==> config.mk <==
export PLATFORM = sky130hd
export DESIGN_NAME = retry_timeout_table_core
export DESIGN_NICKNAME = d
export VERILOG_FILES = /design/src/hdl/rtt_pkg.sv /design/src/hdl/rtt_ram.sv /design/src/hdl/retry_timeout_table_core.sv
export SDC_FILE = /design/constraint.sdc
export NUM_CORES = 1
export LEC_CHECK = 0
export BUFFER_PORTS_ARGS = -buffer_cell sky130_fd_sc_hd__buf_2
export CORE_MARGIN = 4
export CORE_UTILIZATION = 30
export DETAILED_ROUTE_END_ITERATION = 8
export PLACE_DENSITY = 0.48
export SYNTH_ARGS = -nofsm -noshare
export SYNTH_HDL_FRONTEND = slang
export SYNTH_SLANG_ARGS = --single-unit
==> constraint.sdc <==
create_clock -name clock -period 13.5 [get_ports clock]
set_input_delay 1.35 -clock clock [delete_from_list [all_inputs] [get_ports clock]]
set_output_delay 1.35 -clock clock [all_outputs]
set_load 0.02 [all_outputs]
==> src/hdl/rtt_pkg.sv <==
// Shared types and constants of the retry timeout table.
// No dependencies; retry_timeout_table_core and the testbench import it.
package rtt_pkg;

   localparam int TABLE_ENTRIES = 16;
   localparam int IDX_W = (TABLE_ENTRIES > 1) ? $clog2(TABLE_ENTRIES) : 1;
   localparam int NEXT_W = 5;
   localparam int CNT_W = (IDX_W + 1 > NEXT_W) ? IDX_W + 1 : NEXT_W;

   localparam int ID_W = 20;
   localparam int ATT_W = 8;
   localparam int STAMP_W = 32;
   localparam int INTERVAL_W = 16;
   localparam int CSR_IDX_W = 2;
   localparam int CSR_DATA_W = 16;

   localparam logic [1:0] CMD_RECORD = 2'd0;
   localparam logic [1:0] CMD_REMOVE = 2'd1;
   localparam logic [1:0] CMD_SCAN = 2'd2;

   localparam logic [2:0] KIND_RECORDED = 3'd0;
   localparam logic [2:0] KIND_FULL = 3'd1;
   localparam logic [2:0] KIND_REMOVED = 3'd2;
   localparam logic [2:0] KIND_PURGED = 3'd3;
   localparam logic [2:0] KIND_RETRY = 3'd4;
   localparam logic [2:0] KIND_NONE = 3'd5;

   localparam logic [CSR_IDX_W-1:0] CSR_RETRY_INTERVAL = 2'd0;
   localparam logic [CSR_IDX_W-1:0] CSR_MAX_ATTEMPTS = 2'd1;
   localparam logic [CSR_IDX_W-1:0] CSR_STOPPED = 2'd2;

   localparam logic [INTERVAL_W-1:0] RESET_INTERVAL = 16'd30;
   localparam logic [ATT_W-1:0] RESET_MAX_ATTEMPTS = 8'd5;

   typedef struct packed {
      logic [1:0] cmd;
      logic [ID_W-1:0] job_id;
      logic [STAMP_W-1:0] now;
      logic [NEXT_W-1:0] start_index;
   } req_type;

   typedef struct packed {
      logic [2:0] kind;
      logic [ID_W-1:0] out_job_id;
      logic [NEXT_W-1:0] next_index;
      logic last;
   } rsp_type;

   typedef struct packed {
      logic [ID_W-1:0] id;
      logic [ATT_W-1:0] attempts;
      logic [STAMP_W-1:0] stamp;
   } entry_type;

   localparam int ENTRY_W = $bits(entry_type);

   typedef enum logic [1:0] {
      ST_IDLE,
      ST_WALK,
      ST_EVAL
   } state_type;

endpackage

==> src/hdl/rtt_ram.sv <==
// Generic single-port-write, single-port-read RAM with registered read data.
// No dependencies.
module rtt_ram #(
   parameter int WIDTH = 8,
   parameter int DEPTH = 16
) (
   input  logic clock,
   input  logic wr_en,
   input  logic [((DEPTH > 1) ? $clog2(DEPTH) : 1)-1:0] wr_addr,
   input  logic [WIDTH-1:0] wr_data,
   input  logic [((DEPTH > 1) ? $clog2(DEPTH) : 1)-1:0] rd_addr,
   output logic [WIDTH-1:0] rd_data
);

   logic [WIDTH-1:0] mem_ff [DEPTH];
   logic [WIDTH-1:0] rd_data_ff;

   always_ff @(posedge clock) begin
      if (wr_en) begin
         mem_ff[wr_addr] <= wr_data;
      end
      rd_data_ff <= mem_ff[rd_addr];
   end

   assign rd_data = rd_data_ff;

endmodule

==> src/hdl/retry_timeout_table_core.sv <==
// Top level of the retry timeout table: command sequencer, valid bits, config.
// Depends on rtt_pkg and rtt_ram (entry id, attempt count and time stamp).
//
//   channel  ports                              direction
//   req      req_valid req_ready req_data       in  (cmd, job_id, now, start_index)
//   rsp      rsp_valid rsp_ready rsp_data       out (kind, out_job_id, next_index, last)
//   csr      csr_valid csr_ready csr_index/wdata in (retry_interval, max_attempts, stopped)
//
// Record, unused command and stopped scan answer straight from idle. Remove and scan
// walk the table one slot at a time: a free slot is skipped in ST_WALK, a valid slot
// also passes ST_EVAL (one RAM read); a closing item or a retry ends the walk.
// Reset clears valid bits, state and output valid and loads the config defaults; no clearing pass.
// A single output register holds results; the walk holds while it is full and a result is due.
module retry_timeout_table_core (
   input  logic clock,
   input  logic reset,
   input  logic req_valid,
   output logic req_ready,
   input  rtt_pkg::req_type req_data,
   output logic rsp_valid,
   input  logic rsp_ready,
   output rtt_pkg::rsp_type rsp_data,
   input  logic csr_valid,
   output logic csr_ready,
   input  logic [rtt_pkg::CSR_IDX_W-1:0] csr_index,
   input  logic [rtt_pkg::CSR_DATA_W-1:0] csr_wdata
);
   import rtt_pkg::*;

   state_type state_ff, state_in;
   logic [CNT_W-1:0] idx_ff, idx_in;
   logic [1:0] cmd_ff, cmd_in;
   logic [ID_W-1:0] id_ff, id_in;
   logic [STAMP_W-1:0] now_ff, now_in;
   logic [TABLE_ENTRIES-1:0] slot_valid_ff, slot_valid_in;
   logic rsp_valid_ff, rsp_valid_in;
   rsp_type rsp_data_ff, rsp_data_in;
   logic [INTERVAL_W-1:0] interval_ff, interval_in;
   logic [ATT_W-1:0] max_att_ff, max_att_in;
   logic stopped_ff, stopped_in;

   logic ram_we;
   logic [IDX_W-1:0] ram_waddr;
   entry_type ram_wdata;
   entry_type ram_rdata;
   logic [IDX_W-1:0] idx_lo;
   logic free_found;
   logic [IDX_W-1:0] free_idx;
   logic out_free;
   logic [STAMP_W-1:0] age;

   assign idx_lo = idx_ff[IDX_W-1:0];
   assign out_free = !rsp_valid_ff || rsp_ready;
   assign age = now_ff - ram_rdata.stamp;
   assign csr_ready = 1'b1;
   assign rsp_valid = rsp_valid_ff;
   assign rsp_data = rsp_data_ff;

   rtt_ram #(
      .WIDTH(ENTRY_W),
      .DEPTH(TABLE_ENTRIES)
   ) u_entry_ram (
      .clock(clock),
      .wr_en(ram_we),
      .wr_addr(ram_waddr),
      .wr_data(ram_wdata),
      .rd_addr(idx_lo),
      .rd_data(ram_rdata)
   );

   always_comb begin
      free_found = 1'b0;
      free_idx = '0;
      for (int i = TABLE_ENTRIES - 1; i >= 0; i--) begin
         if (!slot_valid_ff[i]) begin
            free_found = 1'b1;
            free_idx = IDX_W'(i);
         end
      end
   end

   always_comb begin
      state_in = state_ff;
      idx_in = idx_ff;
      cmd_in = cmd_ff;
      id_in = id_ff;
      now_in = now_ff;
      slot_valid_in = slot_valid_ff;
      rsp_valid_in = rsp_valid_ff && !rsp_ready;
      rsp_data_in = rsp_data_ff;
      interval_in = interval_ff;
      max_att_in = max_att_ff;
      stopped_in = stopped_ff;
      ram_we = 1'b0;
      ram_waddr = idx_lo;
      ram_wdata = '0;
      req_ready = (state_ff == ST_IDLE) && out_free;

      if (csr_valid) begin
         case (csr_index)
            CSR_RETRY_INTERVAL: interval_in = csr_wdata[INTERVAL_W-1:0];
            CSR_MAX_ATTEMPTS: max_att_in = csr_wdata[ATT_W-1:0];
            CSR_STOPPED: stopped_in = csr_wdata[0];
            default: ;
         endcase
      end

      case (state_ff)
         ST_IDLE: begin
            if (req_valid && req_ready) begin
               cmd_in = req_data.cmd;
               id_in = req_data.job_id;
               now_in = req_data.now;
               rsp_data_in = '0;
               rsp_data_in.last = 1'b1;
               case (req_data.cmd)
                  CMD_RECORD: begin
                     rsp_valid_in = 1'b1;
                     if (free_found) begin
                        slot_valid_in[free_idx] = 1'b1;
                        ram_we = 1'b1;
                        ram_waddr = free_idx;
                        ram_wdata.id = req_data.job_id;
                        ram_wdata.attempts = '0;
                        ram_wdata.stamp = req_data.now;
                        rsp_data_in.kind = KIND_RECORDED;
                     end else begin
                        rsp_data_in.kind = KIND_FULL;
                     end
                  end
                  CMD_REMOVE: begin
                     idx_in = '0;
                     state_in = ST_WALK;
                  end
                  CMD_SCAN: begin
                     if (stopped_ff) begin
                        rsp_valid_in = 1'b1;
                        rsp_data_in.kind = KIND_NONE;
                        rsp_data_in.next_index = req_data.start_index;
                     end else begin
                        idx_in = CNT_W'(req_data.start_index);
                        state_in = ST_WALK;
                     end
                  end
                  default: begin
                     rsp_valid_in = 1'b1;
                     rsp_data_in.kind = KIND_NONE;
                  end
               endcase
            end
         end
         ST_WALK: begin
            if (idx_ff >= CNT_W'(TABLE_ENTRIES)) begin
               if (out_free) begin
                  rsp_valid_in = 1'b1;
                  rsp_data_in = '0;
                  rsp_data_in.last = 1'b1;
                  if (cmd_ff == CMD_REMOVE) begin
                     rsp_data_in.kind = KIND_REMOVED;
                  end else begin
                     rsp_data_in.kind = KIND_NONE;
                     rsp_data_in.next_index = idx_ff[NEXT_W-1:0];
                  end
                  state_in = ST_IDLE;
               end
            end else if (!slot_valid_ff[idx_lo]) begin
               idx_in = idx_ff + CNT_W'(1);
            end else begin
               state_in = ST_EVAL;
            end
         end
         ST_EVAL: begin
            if (cmd_ff == CMD_REMOVE) begin
               if (ram_rdata.id == id_ff) begin
                  slot_valid_in[idx_lo] = 1'b0;
               end
               idx_in = idx_ff + CNT_W'(1);
               state_in = ST_WALK;
            end else if (age <= STAMP_W'(interval_ff)) begin
               idx_in = idx_ff + CNT_W'(1);
               state_in = ST_WALK;
            end else if (out_free) begin
               rsp_valid_in = 1'b1;
               rsp_data_in.out_job_id = ram_rdata.id;
               rsp_data_in.next_index = idx_ff[NEXT_W-1:0];
               if (ram_rdata.attempts >= max_att_ff) begin
                  slot_valid_in[idx_lo] = 1'b0;
                  rsp_data_in.kind = KIND_PURGED;
                  rsp_data_in.last = 1'b0;
                  idx_in = idx_ff + CNT_W'(1);
                  state_in = ST_WALK;
               end else begin
                  ram_we = 1'b1;
                  ram_wdata.id = ram_rdata.id;
                  ram_wdata.attempts = ram_rdata.attempts + ATT_W'(1);
                  ram_wdata.stamp = now_ff;
                  rsp_data_in.kind = KIND_RETRY;
                  rsp_data_in.last = 1'b1;
                  state_in = ST_IDLE;
               end
            end
         end
         default: state_in = ST_IDLE;
      endcase
   end

   always_ff @(posedge clock) begin
      if (reset) begin
         state_ff <= ST_IDLE;
         slot_valid_ff <= '0;
         rsp_valid_ff <= 1'b0;
         interval_ff <= RESET_INTERVAL;
         max_att_ff <= RESET_MAX_ATTEMPTS;
         stopped_ff <= 1'b0;
      end else begin
         state_ff <= state_in;
         slot_valid_ff <= slot_valid_in;
         rsp_valid_ff <= rsp_valid_in;
         interval_ff <= interval_in;
         max_att_ff <= max_att_in;
         stopped_ff <= stopped_in;
      end
   end

   always_ff @(posedge clock) begin
      idx_ff <= idx_in;
      cmd_ff <= cmd_in;
      id_ff <= id_in;
      now_ff <= now_in;
      rsp_data_ff <= rsp_data_in;
   end

endmodule

==> results of run 1 <==
## cell usage after synthesis, types with 6 or more instances
master | count | share of area (%)
xor2_1 | 29 | 0.55
nand2b_1 | 12 | 0.16
a21o_1 | 12 | 0.19
o21a_1 | 11 | 0.18
and4_1 | 6 | 0.11
and2_1 | 28 | 0.38
nor2_1 | 63 | 0.51
nor4_1 | 16 | 0.22
dfxtp_1 | 104 | 4.5
a31oi_1 | 11 | 0.15
ha_1 | 68 | 1.8
a22o_1 | 57 | 1.1
inv_1 | 78 | 0.63
o211ai_1 | 7 | 0.11
nand4_1 | 21 | 0.28
nand3_1 | 18 | 0.19
nor2b_1 | 17 | 0.23
a21boi_0 | 6 | 0.097
nand2_1 | 90 | 0.73
a211oi_1 | 6 | 0.097
mux2i_1 | 10 | 0.22
mux4_2 | 305 | 15
clkbuf_1 | 88 | 0.71
a311oi_1 | 14 | 0.26
nor3_1 | 26 | 0.28
a211o_1 | 9 | 0.17
a21oi_1 | 71 | 0.77
edfxtp_1 | 1048 | 68
and3_1 | 7 | 0.094
buf_1 | 17 | 0.14
o21ai_0 | 40 | 0.43
xnor2_1 | 17 | 0.32
## kinds of logic (layout without fill, tap and decap cells)
group	after synthesis	in the layout	synth area share, %
other	1	4	0.00808
XOR/XNOR	46	46	0.868
multiplexers	316	316	15.0
AND/OR/NAND/NOR	333	333	3.67
flip-flops	1152	1152	72.3
adder cells (fa/ha/maj)	69	69	1.88
AO/OA/AOI/OAI	291	291	4.55
buffers and inverters	196	457	1.69
## worst reg2reg max path, delay by kind of cell, from the launching register on
kind            cells  cell delay, ps
buf+inv             3             800
flops               1             360
mux                 1             200
fa+ha+maj           3             930
xor+xnor            1             100
simple gates        8            2240
compound gates      7            1560
## per-stage QoR
step	std cells	hold WS [ps]	power, W
final	4712	464	0.0109
after global routing	4709	485	0.0114
after global placement	4497	450	0.00791
after detailed placement	4497	454	0.00789
after floorplan	2404	436	0.00681
after CTS	4708	463	0.0110
## worst paths after layout
kind | end
min reg2reg | interval_ff[10]$_SDFFE_PP0P_
max reg2reg | u_entry_ram.mem_ff[6][45]$_DFFE_PP_
min | interval_ff[10]$_SDFFE_PP0P_
max | u_entry_ram.mem_ff[6][45]$_DFFE_PP_
## power breakdown
| group | internal, W | leakage [nW] | switching (W) |
|---|---|---|---|
| Combinational | 0.00146 | 4.95 | 0.00193 |
| Sequential | 0.00423 | 10.6 | 0.000153 |
| Clock | 0.00177 | 1.78 | 0.00135 |
| Total | 0.00746 | 17.3 | 0.00343 |
## cell type report
cell class,instances,share of cell area (%)
Clock inverter,68,1.27
Antenna cell,3,0.0141
Tap cell,2044,4.80
Inverter,78,0.549
Sequential cell,1152,63.0
Clock buffer,143,5.57
Multi-Input combinational cell,1056,22.9
Timing Repair Buffer,168,1.91
## metal layers
| metal | GRT usage, % | vias to the layer above | wire length, um |
|---|---|---|---|
| met1 | 19.7 | 12674 | 52800 |
| met2 | 24.8 | 631 | 59500 |
| li1 | - | 10193 | - |
| met3 | 2.42 | 167 | 5870 |
| met4 | 5.13 | 0 | 3630 |
| met5 | 0 | - | 0 |
## registers in the layout, summed over array words and instances (netlist names), 5 cells and up
register and cells:
rsp_data 29, now_ff 32, u_entry_ram.rd_data 60, id_ff 20, slot_valid_ff 16, interval_ff 16, idx_ff 5, u_entry_ram.mem_ff 960
max_att_ff 8
==> results.toml, run 1 <==
[critical_path]
r2r_start = "now_ff[0]$_DFFE_PP_"
arrival_ps = 6930
cp_slowest_cell = "or4_1"
crit_top_cell = "a21oi_1"
path_class = "reg -> reg"
start_kind = "flop"
rr_worst_depth = 23
crit_cells = 23
critPathRequiredTime_ps = 13870
endpoint_kind = "flop"
crit_start = "now_ff[0]$_DFFE_PP_"
cp_max_fo = 34
cpPeakStageDelay_ps = 810
path_cells = "inv_1, ha_1, fa_1, nor2b_1, or2_2, a21oi_1, o21bai_1, a21oi_1, o21ai_0, xor2_1, ha_1, nand4_1, nor3_1, mux2i_1, a21oi_1, a211oi_1, nand3_1, or4_1, or4_1, a31oi_2, nor3_2, buf_4, buf_4"
critPathBufInv = 3
r2r_slack_ps = 6950
critPathTopFamily = "simple AND/OR/NAND/NOR gates"

[logic_synthesis]
synth_cell_types = 78
async_reset_ff_share_pct = 0
synth_cells = 2404
synth_edf_count = 1048
ys.flop_type = "edfxtp_1"
synth-seq-area-share_pct = 72.3
synth_area_um2 = 46400
ys_warn_count = 0
synth_seq_cells = 1152
synth_fp_nets = 2555
avgSynthCellArea_um2 = 19.3

[cts]
cts.path.max_buffers = 3
clock_sinks = 1152
hold_buffers = 0
cts_buffers = 113
clk_pin_slew_ps = 60
cts_tree = "done"
ctsResizeCount = 0
insertion_delay_ps = 730
root_buffer = "clkbuf_16"
postCtsSetupBuffers = 0
cts_max_level = 3

[placed_design]
hpwlAfterDp_um = 73100
placed_area_um2 = 49600
place.gp.congestion = 0.812
port_buffers = 112
dp_slack_ps = 6880

[timing]
finalCriticalPeriod_ps = 6550
slew_headroom_pct = 22.4
rsz0062_at_grt = "false"
maxSlewViolCount = 0
setup_slack_ps = 6950
finalSetupTns_ps = 0
max_freq_mhz = 153
final-setup-viol-count = 0
skew_ps = 34.9
tightestPinTransition_ps = 1160
period_share_pct = 48.5
hold_viol = 0

[final_layout]
syn2layout_area_growth_pct = 14.8
layout.cells.most_common_list = "edfxtp_1, mux4_2, clkbuf_16"
utilization_pct = 34.6
n_fill_cell = 14516
layout_commonest_cell = "edfxtp_1"
layout-drive-gt1-share_pct = 25.4
seqCellArea_um2 = 33600
nets = 2720
multi_input_area_um2 = 12200
finalInstanceArea_um2 = 53300

[routing]
viasPerCell = 5.02
dr_total_vias = 23665
drc_errors = 0
first_pass_iters = 5
wl_um = 122000
wl_per_cell_um = 25.8
first_iter_violations = 1856
antenna_left = 0

[global_route]
grt_pass1_wl_um = 177000
grt_max_degree = 136
grt_overflow_total = 0
grt_pass1_vias = 24913
gr-usage-all-layers_pct = 14.8
antenna_found_initial = 4

[floorplanning]
die_h_um = 401
fp.dieW_um = 401
start_util_pct = 30.2
rows = 144
fp.dieArea_um2 = 161000
top_level_ports = 114
core_um2 = 154000

[run_status]
status = "completed"

[hold_path]
hp-class = "reg -> reg"
min_path_cells = 2
holdCritStartpoint = "interval_ff[10]$_SDFFE_PP0P_"

[pwr]
p_leak_nw = 17.3
peakVddDrop_mv = 0.146
powerDensity_nw_per_um2 = 204

[job]
maxCapViolations = 0
No activity file was read; power rests on OpenSTA's default activity.
==> inputs of run 2 (changes only) <==
--- a/config.mk
+++ b/config.mk
@@ -5,11 +5,12 @@
 export SDC_FILE = /design/constraint.sdc
 export NUM_CORES = 1
 export LEC_CHECK = 0
+export ABC_AREA = 1
 export BUFFER_PORTS_ARGS = -buffer_cell sky130_fd_sc_hd__buf_2
 export CORE_MARGIN = 4
 export CORE_UTILIZATION = 30
 export DETAILED_ROUTE_END_ITERATION = 8
-export PLACE_DENSITY = 0.48
+export PLACE_DENSITY = 0.5
 export SYNTH_ARGS = -nofsm -noshare
 export SYNTH_HDL_FRONTEND = slang
 export SYNTH_SLANG_ARGS = --single-unit
==> constraint.sdc (replaced) <==
create_clock -name clock -period 5.3 [get_ports clock]
set_input_delay 0.53 -clock clock [delete_from_list [all_inputs] [get_ports clock]]
set_output_delay 0.53 -clock clock [all_outputs]
set_load 0.02 [all_outputs]
==> run 2 against run 1 <==
- fmax increased by 31%
- via count increased by 40%
- first-iteration DRC count up 62%
- die area is 3.3% higher
- clock power increased to 2.6 times the previous value
- synthesized area increased by 3.3%
- synthesized cell count is 76% higher
- highest routed layer is now met5
- design area is 4.9% higher
- global-route usage rose by 2.3 points
- flip-flop and latch count unchanged
==> results.toml, run 2 <==
[run_status]
status = "completed"

[timing]
period_share_pct = 94.3
tightestPinTransition_ps = 1290
final-setup-viol-count = 0
skew_ps = 32.1
max_freq_mhz = 200
rsz0062_at_grt = "true"
finalCriticalPeriod_ps = 5000
slew_headroom_pct = 13.8
maxSlewViolCount = 0
holdWs_ps = 53.9
hold_viol = 0
setup_slack_ps = 304

[logic_synthesis]
synth_fp_nets = 4382
ys.flop_type = "edfxtp_1"
synth_area_um2 = 47900
synth_most_common_cell = "edfxtp_1"
ys_top_cells_by_area = "edfxtp_1, o21ai_0, nand2_1"
synth_seq_cells = 1152
synth-seq-area-share_pct = 70.0
ys_warn_count = 0
synth_top_area_share_pct = 65.6
synth_top_cell_by_area = "edfxtp_1"
async_reset_ff_share_pct = 0
avgSynthCellArea_um2 = 11.3
synth_edf_count = 1048
synth_cells = 4231
yosys-top-cells-count = "edfxtp_1, nand2_1, nor2_1"
synth_cell_types = 50

[placed_design]
placedCellCount = 6319
hpwlAfterDp_um = 79600
port_buffers = 112
place.gp.congestion = 0.907
dp_slack_ps = 91.7

[final_layout]
fin_cells = 6597
multi_input_area_um2 = 12500
syn2layout_area_growth_pct = 16.6
layout-drive-gt1-share_pct = 10.5
top_register = "u_entry_ram.mem_ff"
seqCellArea_um2 = 33600
layout_commonest_cell = "edfxtp_1"
largest_reg_flops = 960
n_fill_cell = 15614
utilization_pct = 35.3
nets = 4576
layout.cells.most_common_list = "edfxtp_1, nand2_1, o21ai_0"

[cts]
cts.path.max_buffers = 3
clock_sinks = 1152
root_buffer = "clkbuf_16"
insertion_delay_ps = 750
clk_pin_slew_ps = 60
cts_buffers = 115
cts_max_level = 3
cts_tree = "done"

[critical_path]
crit_start = "now_ff[2]$_DFFE_PP_"
endpoint_kind = "flop"
arrival_ps = 5370
critPathRequiredTime_ps = 5670
path_class = "reg -> reg"
r2r_start = "now_ff[2]$_DFFE_PP_"
start_kind = "flop"
cp_max_fo = 55

[floorplanning]
top_level_ports = 114
rows = 146
die_h_um = 408
fp.dieW_um = 408
fp.dieArea_um2 = 166000
start_util_pct = 30.2
core_um2 = 159000

[job]
maxCapViolations = 0

[global_route]
grt_pass1_vias = 31848
gr-usage-all-layers_pct = 17.1
grt_overflow_total = 0
grt_pass1_wl_um = 216000
antenna_found_initial = 5
grt_max_degree = 211

[hold_path]
holdCritStartpoint = "csr_wdata[1]"
hp-class = "in -> reg"

[pwr]
powerDensity_nw_per_um2 = 482
finalPower_w = 0.0270
peakVddDrop_mv = 0.361
p_leak_nw = 20.2

[routing]
wl_per_cell_um = 22.4
wl_um = 148000
antenna_left = 0
dr_total_vias = 33119
first_iter_violations = 3007
first_pass_iters = 6
viasPerCell = 5.02
drc_errors = 0
## run 2: changes by cell type after synthesis, moves of 17 or more
| cell | before | now |
|---|---|---|
| nand2_1 | 90 | 705 |
| nor2b_1 | 17 | 0 |
| and2_1 | 28 | 5 |
| nand3_1 | 18 | 61 |
| o21ai_0 | 40 | 584 |
| nor2_1 | 63 | 594 |
| a22o_1 | 57 | 0 |
| inv_1 | 78 | 317 |
| nand4_1 | 21 | 76 |
| o22ai_1 | 3 | 243 |
| clkbuf_1 | 88 | 193 |
| mux4_2 | 305 | 0 |
## run 2: final timing paths
path,to,slack (ps),depth (start not counted)
setup / recovery,u_entry_ram.mem_ff[15][23]$_DFFE_PP_,300,27
hold / removal,interval_ff[1]$_SDFFE_PP1P_,50,3
hold reg to reg,interval_ff[11]$_SDFFE_PP0P_,480,2
setup reg to reg,u_entry_ram.mem_ff[15][23]$_DFFE_PP_,300,27
## run 2: layout make-up
class | count | area share, %
Sequential cell | 1152 | 60.0
Timing Repair Buffer | 292 | 4.11
Clock buffer | 142 | 5.47
Tap cell | 2072 | 4.64
Inverter | 321 | 2.18
Antenna cell | 1 | 0.00448
Clock inverter | 74 | 1.17
Multi-Input combinational cell | 2543 | 22.4
## run 2: repair_timing
| action | 4_1_cts | 5_1_grt |
|---|---|---|
| gates resized for setup | 0 | 12 |
| buffers inserted | 0 | 18 |
| endpoints found under the hold margin | 40 | 0 |
| hold buffers | 40 | 0 |
| endpoints found under the setup margin | 0 | 189 |
## run 2: per-layer routing
metal  GRT usage [%]  share of wire (%)  wire length, um  vias up
met5               0             0.0088               13        -
met4            4.44                2.2             3310        2
met3            2.24                5.4             8060      180
met2            28.1                 47            69700      992
met1            24.0                 45            66900    16613
li1                -                  -                -    15332
## run 2: worst max-delay path, stage by stage (launching register included)
cell,delay [ps]
edfxtp_1,390
ha_1,410
nand2_1,110
nand2_1,60
inv_1,70
nand2_2,80
nand2_1,80
nand2_2,80
nand2_1,80
nand2_1,80
xor2_1,180
ha_1,310
nand2_1,90
nor4_1,410
nand2_1,90
nand2_1,70
nand2_1,40
nand2_1,50
nor2_1,40
nand3_1,80
nor2_2,90
nand2_2,130
nand4_4,120
nand2_1,200
nand3_1,230
buf_4,260
nor2_4,250
buf_16,420
## run 2: logic make-up after synthesis
group	count (synthesis)	synth area share (%)
simple gates	1487	12.5
fa+ha+maj	69	1.82
other cells	1	0.00782
compound gates	949	10.7
xor+xnor	35	0.639
flops	1152	70.0
buf+inv	538	4.28
## run 2: metrics by stage
step / instance area, um^2 / setup TNS (ps)
floorplan: 48000 / -346220
global placement: 51600 / 0
detailed placement: 51600 / 0
CTS: 55700 / 0
global route: 55900 / -3550
finish: 55900 / 0
## run 2: power by group
group / leakage, nW / switching (W) / internal (W)
Clock: 1.82 / 0.00358 / 0.00450
Combinational: 7.53 / 0.00560 / 0.00234
Sequential: 10.8 / 0.000372 / 0.0106
Total: 20.2 / 0.00955 / 0.0174
